==> config.mk <==
export PLATFORM = sky130hd
export DESIGN_NAME = midi_note_gate_parser_core
export DESIGN_NICKNAME = d
export VERILOG_FILES = /design/src/hw/rtl/mngp_pkg.sv /design/src/hw/rtl/midi_note_gate_parser_core.sv
export VERILOG_INCLUDE_DIRS = /design/src /design/src/hw/rtl
export SDC_FILE = /design/constraint.sdc
export NUM_CORES = 1
export LEC_CHECK = 0
export ABC_AREA = 1
export BUFFER_PORTS_ARGS = -buffer_cell sky130_fd_sc_hd__buf_2
export CORE_ASPECT_RATIO = 0.6
export CORE_UTILIZATION = 30
export CTS_CLUSTER_SIZE = 24
export DETAILED_ROUTE_END_ITERATION = 7
export GPL_ROUTABILITY_DRIVEN = 0
export PLACE_DENSITY_LB_ADDON = 0.12
export RECOVER_POWER = 100
export SYNTH_ARGS = -nofsm -noshare
export SYNTH_HDL_FRONTEND = slang
export SYNTH_SLANG_ARGS = --single-unit
==> constraint.sdc <==
create_clock -name clock -period 4.2 [get_ports clock]
set_clock_uncertainty 0.1 [all_clocks]
set_input_delay 0.84 -clock clock [delete_from_list [all_inputs] [get_ports clock]]
set_output_delay 0.84 -clock clock [all_outputs]
set_load 0.05 [all_outputs]
==> src/hw/rtl/midi_note_gate_parser_core_macros.svh <==
// Assertion macros shared by the MIDI note gate parser RTL
`ifndef MIDI_NOTE_GATE_PARSER_CORE_MACROS_SVH
`define MIDI_NOTE_GATE_PARSER_CORE_MACROS_SVH

// same-cycle implication, sampled on clock, off while reset is high
`define MNGP_ASSERT_IMPLIES(label, ante, cons, msg) \
   label: assert property (@(posedge clock) disable iff (reset) (ante) |-> (cons)) \
      else $error(msg);

// next-cycle implication, sampled on clock, off while reset is high
`define MNGP_ASSERT_NEXT(label, ante, cons, msg) \
   label: assert property (@(posedge clock) disable iff (reset) (ante) |=> (cons)) \
      else $error(msg);

`endif

==> src/hw/rtl/mngp_pkg.sv <==
// Constants, types and the CC1 scaling table of the MIDI note gate parser
package mngp_pkg;

   localparam logic [7:0] STATUS_CLOCK    = 8'hF8;
   localparam logic [3:0] KIND_NOTE_OFF   = 4'h8;
   localparam logic [3:0] KIND_NOTE_ON    = 4'h9;
   localparam logic [3:0] KIND_CTRL       = 4'hB;
   localparam logic [6:0] CC_MODWHEEL     = 7'd1;
   localparam logic [6:0] CC_SUSTAIN      = 7'd64;
   localparam logic [6:0] SUSTAIN_ON      = 7'd64;
   localparam logic [6:0] NOTE_CENTRE     = 7'd60;
   localparam logic [6:0] NOTE_LOW_CLAMP  = 7'd12;   // centre minus limit
   localparam logic [6:0] NOTE_HIGH_CLAMP = 7'd108;  // centre plus limit
   localparam logic [6:0] TRANSPOSE_MIN   = 7'h50;   // -48
   localparam logic [6:0] TRANSPOSE_MAX   = 7'h30;   // +48

   localparam int NOTE_COUNT        = 128;
   localparam int CSR_ADDR_WIDTH    = 3;
   localparam int CSR_DATA_WIDTH    = 32;
   localparam int REQ_TDATA_WIDTH   = 8;
   localparam int RSP_TDATA_WIDTH   = 40;

   // register index, taken from paddr[2]
   localparam logic REG_LISTEN_CHANNEL = 1'b0;

   typedef struct packed {
      logic        pad;
      logic        control_touched;
      logic [19:0] control_target;
      logic        sustain_down;
      logic [7:0]  held_count;
      logic        gate_open;
      logic        gate_enabled;
      logic [6:0]  transpose;
   } rsp_fields_type;

   typedef logic [19:0] cc_table_type [0:NOTE_COUNT-1];

   // CC1 value scaled to 0..4095 in Q8, worked out at elaboration
   function automatic cc_table_type build_cc_table();
      cc_table_type t;
      for (int i = 0; i < NOTE_COUNT; i++) begin
         t[i] = 20'((i * 4095 * 256) / 127);
      end
      return t;
   endfunction

   localparam cc_table_type CC_TARGET_TABLE = build_cc_table();

endpackage

==> src/hw/rtl/midi_note_gate_parser_core.sv <==
// MIDI note gate parser: running status, held-note map, gate, transpose and CC1 target
//
// Requests arrive one MIDI byte each on req_tdata; every accepted byte yields
// exactly one result on rsp_tdata carrying the state after that byte.
// The byte is first held in an input stage, then one pass of logic updates
// the parser state and loads the result register; one byte is taken every
// cycle while the receiver is not stalling.
// The held-note map is 128 flip-flops read and written at one note per byte.
// listen_channel sits at csr byte address 0; the user must write it only while
// idle, which the block itself does not enforce; pready is always high.
// A synchronous reset clears the note map, counters and running status,
// opens the gate state and empties both stages.
// When the receiver stalls, the result register holds and the input stage
// keeps one further byte; req_tready then drops until the result is taken.
`include "midi_note_gate_parser_core_macros.svh"

module midi_note_gate_parser_core (
   input  logic                                    clock,
   input  logic                                    reset,
   // request: [7:0] midi_byte
   input  logic                                    req_tvalid,
   output logic                                    req_tready,
   input  logic [mngp_pkg::REQ_TDATA_WIDTH-1:0]    req_tdata,
   // result: [6:0] transpose, [7] gate_enabled, [8] gate_open, [16:9] held_count,
   // [17] sustain_down, [37:18] control_target, [38] control_touched, [39] zero
   output logic                                    rsp_tvalid,
   input  logic                                    rsp_tready,
   output logic [mngp_pkg::RSP_TDATA_WIDTH-1:0]    rsp_tdata,
   // configuration
   input  logic                                    csr_psel,
   input  logic                                    csr_penable,
   input  logic                                    csr_pwrite,
   input  logic [mngp_pkg::CSR_ADDR_WIDTH-1:0]     csr_paddr,
   input  logic [mngp_pkg::CSR_DATA_WIDTH-1:0]     csr_pwdata,
   output logic [mngp_pkg::CSR_DATA_WIDTH-1:0]     csr_prdata,
   output logic                                    csr_pready
);
   import mngp_pkg::*;

   // configuration
   logic [3:0]            listen_channel_ff;
   logic                  csr_write;

   // input stage
   logic                  s1_valid_ff, s1_valid_in;
   logic [7:0]            s1_byte_ff;
   logic                  req_accept;
   logic                  advance;
   logic                  fire;

   // parser state
   logic [7:0]            running_status_ff, running_status_in;
   logic                  data_index_ff, data_index_in;
   logic [6:0]            first_data_ff, first_data_in;
   logic [NOTE_COUNT-1:0] note_held_ff, note_held_in;
   logic [7:0]            held_total_ff, held_total_in;
   logic                  pedal_down_ff, pedal_down_in;
   logic                  gate_seen_ff, gate_seen_in;
   logic                  gate_state_ff, gate_state_in;
   logic [6:0]            transpose_ff, transpose_in;
   logic [19:0]           control_ff, control_in;
   logic                  touched;

   // result register
   logic                  rsp_valid_ff, rsp_valid_in;
   rsp_fields_type        rsp_data_ff, rsp_data_in;

   // pair decode helpers
   logic [3:0]            kind;
   logic [6:0]            data_byte;
   logic                  channel_kind;
   logic                  pair_done;
   logic                  note_is_held;
   logic [7:0]            note_offset;
   logic [6:0]            clamped_transpose;

   assign csr_pready = 1'b1;
   assign csr_write  = csr_psel && csr_penable && csr_pwrite && csr_pready &&
                       (csr_paddr[2] == REG_LISTEN_CHANNEL);
   assign csr_prdata = (csr_paddr[2] == REG_LISTEN_CHANNEL) ?
                       {{(CSR_DATA_WIDTH-4){1'b0}}, listen_channel_ff} : '0;

   always_ff @(posedge clock) begin
      if (reset) begin
         listen_channel_ff <= '0;
      end else if (csr_write) begin
         listen_channel_ff <= csr_pwdata[3:0];
      end
   end

   // handshake: the result register frees the input stage, which frees the request side
   assign advance    = !rsp_valid_ff || rsp_tready;
   assign fire       = s1_valid_ff && advance;
   assign req_tready = !s1_valid_ff || advance;
   assign req_accept = req_tvalid && req_tready;

   always_comb begin
      s1_valid_in = s1_valid_ff;
      if (req_accept) begin
         s1_valid_in = 1'b1;
      end else if (fire) begin
         s1_valid_in = 1'b0;
      end
   end

   always_comb begin
      rsp_valid_in = rsp_valid_ff;
      if (fire) begin
         rsp_valid_in = 1'b1;
      end else if (rsp_tready) begin
         rsp_valid_in = 1'b0;
      end
   end

   // decode
   assign kind         = running_status_ff[7:4];
   assign data_byte    = s1_byte_ff[6:0];
   assign channel_kind = (kind == KIND_NOTE_OFF) || (kind == KIND_NOTE_ON) ||
                         (kind == KIND_CTRL);
   assign pair_done    = channel_kind && data_index_ff &&
                         (running_status_ff[3:0] == listen_channel_ff);
   assign note_is_held = note_held_ff[first_data_ff];
   assign note_offset  = {1'b0, first_data_ff} - {1'b0, NOTE_CENTRE};

   always_comb begin
      if (first_data_ff < NOTE_LOW_CLAMP) begin
         clamped_transpose = TRANSPOSE_MIN;
      end else if (first_data_ff > NOTE_HIGH_CLAMP) begin
         clamped_transpose = TRANSPOSE_MAX;
      end else begin
         clamped_transpose = note_offset[6:0];
      end
   end

   always_comb begin
      running_status_in = running_status_ff;
      data_index_in     = data_index_ff;
      first_data_in     = first_data_ff;
      note_held_in      = note_held_ff;
      held_total_in     = held_total_ff;
      pedal_down_in     = pedal_down_ff;
      gate_seen_in      = gate_seen_ff;
      gate_state_in     = gate_state_ff;
      transpose_in      = transpose_ff;
      control_in        = control_ff;
      touched           = 1'b0;

      if (s1_byte_ff == STATUS_CLOCK) begin
         // clock byte: hold everything
      end else if (s1_byte_ff[7]) begin
         running_status_in = s1_byte_ff;
         data_index_in     = 1'b0;
      end else if (channel_kind) begin
         if (!data_index_ff) begin
            first_data_in = data_byte;
            data_index_in = 1'b1;
         end else begin
            data_index_in = 1'b0;
            if (pair_done) begin
               if ((kind == KIND_NOTE_ON) && (data_byte != 7'd0)) begin
                  transpose_in = clamped_transpose;
                  if (!note_is_held) begin
                     note_held_in[first_data_ff] = 1'b1;
                     held_total_in = held_total_ff + 8'd1;
                  end
                  gate_seen_in  = 1'b1;
                  gate_state_in = 1'b1;
               end else if ((kind == KIND_NOTE_OFF) || (kind == KIND_NOTE_ON)) begin
                  if (note_is_held) begin
                     note_held_in[first_data_ff] = 1'b0;
                     if (held_total_ff != 8'd0) begin
                        held_total_in = held_total_ff - 8'd1;
                     end
                  end
                  gate_seen_in  = 1'b1;
                  gate_state_in = (held_total_in != 8'd0) || pedal_down_ff;
               end else if (first_data_ff == CC_MODWHEEL) begin
                  control_in = CC_TARGET_TABLE[data_byte];
                  touched    = 1'b1;
               end else if (first_data_ff == CC_SUSTAIN) begin
                  pedal_down_in = (data_byte >= SUSTAIN_ON);
                  gate_seen_in  = 1'b1;
                  gate_state_in = (held_total_ff != 8'd0) || pedal_down_in;
               end
            end
         end
      end
   end

   always_comb begin
      rsp_data_in                 = '0;
      rsp_data_in.transpose       = transpose_in;
      rsp_data_in.gate_enabled    = gate_seen_in;
      rsp_data_in.gate_open       = gate_state_in;
      rsp_data_in.held_count      = held_total_in;
      rsp_data_in.sustain_down    = pedal_down_in;
      rsp_data_in.control_target  = control_in;
      rsp_data_in.control_touched = touched;
   end

   always_ff @(posedge clock) begin
      if (reset) begin
         s1_valid_ff       <= 1'b0;
         rsp_valid_ff      <= 1'b0;
         running_status_ff <= '0;
         data_index_ff     <= 1'b0;
         first_data_ff     <= '0;
         note_held_ff      <= '0;
         held_total_ff     <= '0;
         pedal_down_ff     <= 1'b0;
         gate_seen_ff      <= 1'b0;
         gate_state_ff     <= 1'b1;
         transpose_ff      <= '0;
         control_ff        <= '0;
      end else begin
         s1_valid_ff  <= s1_valid_in;
         rsp_valid_ff <= rsp_valid_in;
         if (fire) begin
            running_status_ff <= running_status_in;
            data_index_ff     <= data_index_in;
            first_data_ff     <= first_data_in;
            note_held_ff      <= note_held_in;
            held_total_ff     <= held_total_in;
            pedal_down_ff     <= pedal_down_in;
            gate_seen_ff      <= gate_seen_in;
            gate_state_ff     <= gate_state_in;
            transpose_ff      <= transpose_in;
            control_ff        <= control_in;
         end
      end
   end

   always_ff @(posedge clock) begin
      if (req_accept) begin
         s1_byte_ff <= req_tdata;
      end
      if (fire) begin
         rsp_data_ff <= rsp_data_in;
      end
   end

   assign rsp_tvalid = rsp_valid_ff;
   assign rsp_tdata  = rsp_data_ff;

   `MNGP_ASSERT_IMPLIES(a_held_count_matches_map, 1'b1,
      $countones(note_held_ff) == int'(held_total_ff), "held count differs from note map")
   `MNGP_ASSERT_IMPLIES(a_closed_gate_is_idle, !gate_state_ff,
      (held_total_ff == 8'd0) && !pedal_down_ff, "gate closed with notes or pedal down")
   `MNGP_ASSERT_IMPLIES(a_no_pair_without_status, !channel_kind,
      !data_index_ff, "half pair collected without channel status")
   `MNGP_ASSERT_NEXT(a_fire_loads_result, fire,
      rsp_valid_ff, "processed request did not load the result register")

endmodule
==> metrics.md, run 1 <==
| Metric | Value |
|---|---|
| Pwr dens | `374.2 mW/mm2` |
| GRT Overall Usage | `18.84%` |
| First-pass GRT wire length | `65.20 mm` |
| Met3 routed WL | `2.931 mm` |
| Worst VDD drop | `212.6 uV` |
| Metal-1 WL | `22.43 mm` |
| Drt initial violations | `1131` |
| Post-DRT Antenna Nets | `0` |
| CTS tree | `done` |
| Largest net degree at the start of global routing | `136` |
| Async SR Flop Fraction | `0%` |
| Crit start category | `flop` |
| Post-Route WL | `41.73 mm` |
| P_leak | `5.554 nW` |
| Final setup vio count | `0` |
| Place WS | `0.3094 ns` |
| Crit path cell chain | `buf_4 > nor2_4 > buf_4 > a21oi_1 > nand3_1 > nand3_1 > nand2_1 > nor2_1 > nor2_1 > nor2_2 > nand2_2 > inv_2 > nand2_1 > nand3_2 > nor2_4 > nand2_1 > o21ai_0 > a21oi_1` |
| # diodes | `0` |
| Via count | `12020` |
| Worst path slowest cell | `nor2_4` |
| Drt drc | `0` |
| Post-CTS setup buffer count | `0` |
| Vias in the first global route | `10840` |
| Antenna violations before repair | `0` |
| CP peak stage delay | `0.61 ns` |
| Max clock buf depth | `3` |
| Die W | `270.1 um` |
| Sequential share of the synthesized area | `40.01%` |
| Leading post-synthesis cells by cell area | `dfxtp_1 (29%), nand2_1 (11%), edfxtp_1 (11%)` |
| Worst EP arrival | `4.22 ns` |
| Top cells by count, synth | `nand2_1 (379), inv_1 (257), a21oi_1 (208)` |
| Buffers on Ports | `64` |
| Die Y | `162.8 um` |
| Fin worst setup slack | `0.3168 ns` |
| Most used cell, CP | `nand2_1` |
| Final Non-Filler Cells | `2474` |
| CTS Root Cell | `clkbuf_16` |
| Util after Layout | `34.34%` |
| Top-count cell post-synth | `nand2_1` |
| Met2 WL | `15.72 mm` |
| Wire length per cell | `16.87 um` |
| Status | `finished with violations` |
| DRT Pass-1 Iters | `7` |
| Relative slew slack | `-17.41%` |
| Seq cells post-synth | `235` |
| Hold Crit Class | `flop to flop` |
| GRT Residual Overflow | `0` |
| Required time of the critical path | `4.54 ns` |
| Reg clk slew, reported paths | `0.06 ns` |
| Area leader, netlist | `dfxtp_1` |
| Post-synth top area share | `29.10%` |
| Core ar. | `0.04216 mm2` |
| Area occupied by registers | `0.005176 mm2` |
| Hold slack final | `0.3448 ns` |
| Num CTS Buffers | `26` |
| Min Clock Period, post-route | `3.883 ns` |
| Post-DP HPWL | `27.93 mm` |
| Filler cell count | `4581` |
| Warnings from Yosys | `0` |
| Max layer used | `met4` |
| Starting density of the core | `30.68%` |
| Unrepaired setup endpoints after global routing | `false` |
| Slew Limit Fails | `40` |
| CTS Sinks | `235` |
| Count of cell types in the netlist | `52` |
| Layout cells sized above 1 | `7.143%` |
| Area Overhead vs Synth | `11.96%` |
| Multi-input logic area | `0.006032 mm2` |
| Final Hold Viols | `0` |
| Slew @ Worst Pin | `1.761 ns` |
| Syn Inst Count | `1849` |
| Failing checks | `capacitance limit, slew limit` |
| IO Pins | `125` |
| Syn Area/Cell | `6.995 um2` |
| Kind of critical path | `flop to flop` |
| Top FF cell, synth | `dfxtp_1` |
| Clock latency on the worst-skew pair | `0.56 ns` |
| Max cap viols | `1` |
| H-tree Lvls | `1` |
| Post-CTS resize count | `0` |
| Fmax | `0.2575 GHz` |
| Vias/cell | `4.859` |
| Mapped Area | `0.01293 mm2` |
| Setup TNS Final | `0 ns` |
| Nets | `1954` |
| Cell Rows | `58` |
| CP endpoint kind | `flop` |
| Post-synth EDFFs | `47` |
| Period utilisation layout | `92.46%` |
| CP max FO | `19` |
| Placed cells | `2428` |
| Hold buffers post-CTS | `0` |
| Full die area | `0.04397 mm2` |
cell usage in the layout (no fill, tap or decap), types with 5 or more instances in the layout:
cell         n
edfxtp_1    47
nor2_1     125
clkinv_1     7
clkbuf_16   27
inv_2        5
inv_1      254
nor3_1      22
a31oi_1      5
o22ai_1      8
a21oi_1    208
clkbuf_1    57
buf_4       39
o2111ai_1    6
a211oi_1    11
o21ai_0    207
xor2_1       6
nand2_1    379
nand4_1     17
dfxtp_1    187
or2_2        6
conb_1      30
o21ai_1     23
o211ai_1    12
ha_1        18
nand3_1    118
buf_2       18
nor3_2       8
final timing paths:
kind / end / slack (ns) / depth (start not counted) / startpoint
worst min register to register: flop / 0.34 / 2 / flop
worst max register to register: flop / 0.32 / 18 / first_data_ff[0]
worst max-delay path: flop / 0.32 / 18 / first_data_ff[0]
worst min-delay path: flop / 0.34 / 2 / flop
kinds of logic (layout without fill, tap and decap cells):
kind of cell / Yosys count / in the layout / synth area share [%]
buf+inv: 399 / 426 / 13.30
mux: 1 / 1 / 0.07739
fa+ha+maj: 18 / 18 / 1.741
other cells: 2 / 30 / 0.05807
compound gates: 494 / 494 / 20.24
simple gates: 691 / 691 / 23.96
xor+xnor: 9 / 9 / 0.6095
flops: 235 / 235 / 40.01
metrics by stage:
| step | total power, mW | area [um2] |
|---|---|---|
| finish | 5.418 | 14480 |
| CTS | 5.508 | 14700 |
| floorplan | 2.893 | 13040 |
| global placement | 3.031 | 13800 |
| global route | 5.660 | 14480 |
| detailed placement | 3.030 | 13800 |
area by class of cell:
cell class                 instances  area share, %
clock buffer                      35          5.081
timing repair buffer             114          4.580
tap                              570          4.925
clock inverter                    11          1.097
sequential                       235          35.75
multi-input combinational       1243          41.66
inverter                         266          6.913
routing by layer:
layer,global-route usage (%),vias up
li1,-,6071
met1,29.90,5558
met2,25.43,340
met3,4.025,52
met4,3.409,0
met5,0,-
power by group:
group	leakage [nW]	switching, mW	internal [mW]	total (mW)
sequential	1.97	0.0386	2.36	2.40
clock	0.436	0.974	1.47	2.44
combinational	3.15	0.437	0.137	0.574
critical path, delay by kind of cell, from the launching register on:
| family | cells | cell delay (ns) |
|---|---|---|
| AOI/OAI and AO/OA | 3 | 0.35 |
| and+or+nand+nor | 12 | 2.32 |
| DFF | 1 | 0.32 |
| buffers and inverters | 3 | 0.66 |
Power figures use the tool's default switching activity.
==> inputs of run 2 (changes only) <==
clock period = 4.65 ns   (was 4.2 ns; I/O delays follow)
==> run 2 against run 1 <==
Compared with the run above:
- the flow still finishes with violations (capacitance limit, slew limit)
- die area is the same
- power shrank 9.9%
- design area shrank 1.3%
- critical path type unchanged
- largest cell class unchanged
==> metrics.md, run 2 (same netlist as run 1, synthesis figures left out) <==
| Metric | Value |
|---|---|
| Pwr dens | `341.3 mW/mm2 (-8.8%)` |
| Die W | `270.1 um (unchanged)` |
| GRT Residual Overflow | `0 (unchanged)` |
| CP endpoint kind | `flop` |
| Slew Limit Fails | `232 (+480%)` |
| Wire length per cell | `17.07 um (+1.2%)` |
| Post-DRT Antenna Nets | `0 (unchanged)` |
| Largest net degree at the start of global routing | `97 (-29%)` |
| Post-Route WL | `41.97 mm (+0.57%)` |
| Worst hold path cell count | `2 (unchanged)` |
| Final instance area | `0.01430 mm2 (-1.3%)` |
| Vias/cell | `4.845 (-0.29%)` |
| CP max FO | `54 (+35)` |
| CP peak stage delay | `0.65 ns (+0.04 ns)` |
| Hold slack final | `0.3455 ns (+0.0006700 ns)` |
| Reg clk slew, reported paths | `0.06 ns (about the same)` |
| Relative slew slack | `-66.53% (-49 points)` |
| Area after DPL | `0.01365 mm2 (-1.1%)` |
| Worst EP arrival | `4.47 ns (+0.25 ns)` |
| Clock latency on the worst-skew pair | `0.56 ns (about the same)` |
| Placed cells | `2410 (-0.74%)` |
| DRT Pass-1 Iters | `7 (unchanged)` |
| WP buf/inv | `3 (unchanged)` |
| Failing checks | `capacitance limit, slew limit` |
| Final Hold Viols | `0 (unchanged)` |
| # diodes | `0 (unchanged)` |
| Final Non-Filler Cells | `2459 (-0.61%)` |
| Vias in the first global route | `10910 (+0.66%)` |
| H-tree Lvls | `1 (unchanged)` |
| Final setup vio count | `0 (unchanged)` |
| Fin worst setup slack | `0.5167 ns (+0.1999 ns)` |
| WP depth | `19 (+1)` |
| Setup TNS Final | `0 ns (unchanged)` |
| Crit start category | `flop` |
| Starting density of the core | `30.68% (unchanged)` |
| P_leak | `5.488 nW (-1.2%)` |
| Area Overhead vs Synth | `10.55%` |
| Cell Rows | `58 (unchanged)` |
| Status | `finished with violations` |
| Period utilisation layout | `88.89% (-3.6 points)` |
| Num CTS Buffers | `27 (+3.8%)` |
| Most common cell after layout, fill and taps aside | `nand2_1` |
| CTS Root Cell | `clkbuf_16` |
| Place WS | `0.6853 ns (+0.3759 ns)` |
| Post-CTS setup buffer count | `0 (unchanged)` |
| Layout cells sized above 1 | `6.088% (-1.1 points)` |
| IO Pins | `125 (unchanged)` |
| Hold Crit Class | `flop to flop` |
| CTS Sinks | `235 (unchanged)` |
| Drt initial violations | `1032 (-8.8%)` |
| Fmax | `0.2419 GHz (-6.1%)` |
| Reg2reg setup slack | `0.52 ns (+0.20 ns)` |
| Reg2Reg Depth | `19 (+1)` |
| Drt drc | `0 (unchanged)` |
| Most frequent cells in the layout | `nand2_1 (379), inv_1 (255), o21ai_0 (212)` |
| CTS tree | `done` |
| Min Clock Period, post-route | `4.133 ns (+0.2501 ns)` |
| Post-CTS resize count | `0 (unchanged)` |
| Worst VDD drop | `169.7 uV (-20%)` |
| Via count | `11910 (-0.89%)` |
| Post-DP HPWL | `27.73 mm (-0.71%)` |
| Kind of critical path | `flop to flop` |
| Antenna violations before repair | `0 (unchanged)` |
| Util after Layout | `33.91% (-0.43 points)` |
| Slew @ Worst Pin | `2.498 ns (+0.7368 ns)` |
| Most used cell, CP | `nand2_1` |
| Unrepaired setup endpoints after global routing | `false` |
| Filler cell count | `4594 (+0.28%)` |
| Total power | `4.881 mW (-9.9%)` |
| Top delay family on crit path | `simple AND/OR/NAND/NOR gates` |
| Hold buffers post-CTS | `0 (unchanged)` |
| Crit path cell chain | `buf_4 > nand2_1 > nand2_1 > nand2_1 > nand3_1 > nand3_1 > nand2_1 > nor2_1 > nor2_1 > nor2_2 > nand2_2 > inv_2 > nand2_1 > nand3_2 > buf_4 > nor3_1 > nand2_1 > o21ai_0 > a21oi_1` |
| Nets | `1937 (-0.87%)` |
| Die Y | `162.8 um (unchanged)` |
| Core ar. | `0.04216 mm2 (unchanged)` |
| Full die area | `0.04397 mm2 (unchanged)` |
| Worst path slowest cell | `buf_4` |
| Max cap viols | `4 (+3)` |
| First-pass GRT wire length | `64.81 mm (-0.59%)` |
| GRT Overall Usage | `18.77% (-0.077 points)` |
| Buffers on Ports | `64 (unchanged)` |
| Max clock buf depth | `3 (unchanged)` |
| Required time of the critical path | `4.98 ns (+0.44 ns)` |
==> run 2: changes by cell type in the layout (fill, tap and decap cells not counted), moves of 3 or more <==
cell | previous run | this run
buf_4 | 39 | 25
clkinv_1 | 7 | 14
nor3_2 | 8 | 2
nor3_1 | 22 | 27
o21ai_0 | 207 | 212
o21ai_1 | 23 | 18
clkbuf_1 | 57 | 53
buf_12 | 4 | 1
clkbuf_8 | 3 | 0
==> run 2: worst reg2reg max path: stages (launching register included) <==
cell	delay, ns
dfxtp_2	0.37
buf_4	0.65
nand2_1	0.13
nand2_1	0.11
nand2_1	0.05
nand3_1	0.19
nand3_1	0.22
nand2_1	0.16
nor2_1	0.06
nor2_1	0.10
nor2_2	0.09
nand2_2	0.28
inv_2	0.19
nand2_1	0.11
nand3_2	0.13
buf_4	0.25
nor3_1	0.45
nand2_1	0.13
o21ai_0	0.18
a21oi_1	0.07
==> run 2: layout make-up <==
| cell class | count | area, um2 | share of cell area (%) |
|---|---|---|---|
| Tap cell | 570 | 713.2 | 4.988 |
| Clock inverter | 20 | 197.7 | 1.383 |
| Timing Repair Buffer | 96 | 494.2 | 3.456 |
| Sequential cell | 235 | 5176 | 36.20 |
| Multi-Input combinational cell | 1243 | 6033 | 42.19 |
| Inverter | 266 | 1001 | 7.000 |
| Clock buffer | 29 | 683.2 | 4.778 |
==> run 2: layer usage <==
layer / GRT usage (%) / wire length, um
met5: 0 / 0
met4: 4.055 / 796
met3: 3.936 / 2878
met2: 24.68 / 15630
met1: 30.07 / 22670
==> run 2: final timing paths <==
| path | start | end |
|---|---|---|
| worst max register to register | first_data_ff[0] | flop |
| worst min-delay path | flop | flop |
| worst max-delay path | first_data_ff[0] | flop |
| worst min register to register | flop | flop |
==> run 2: where the power goes <==
group	total (mW)	internal, mW	switching [mW]
Clock	2.19	1.28	0.917
Combinational	0.519	0.121	0.397
Sequential	2.17	2.13	0.0337
Total	4.88	3.53	1.35
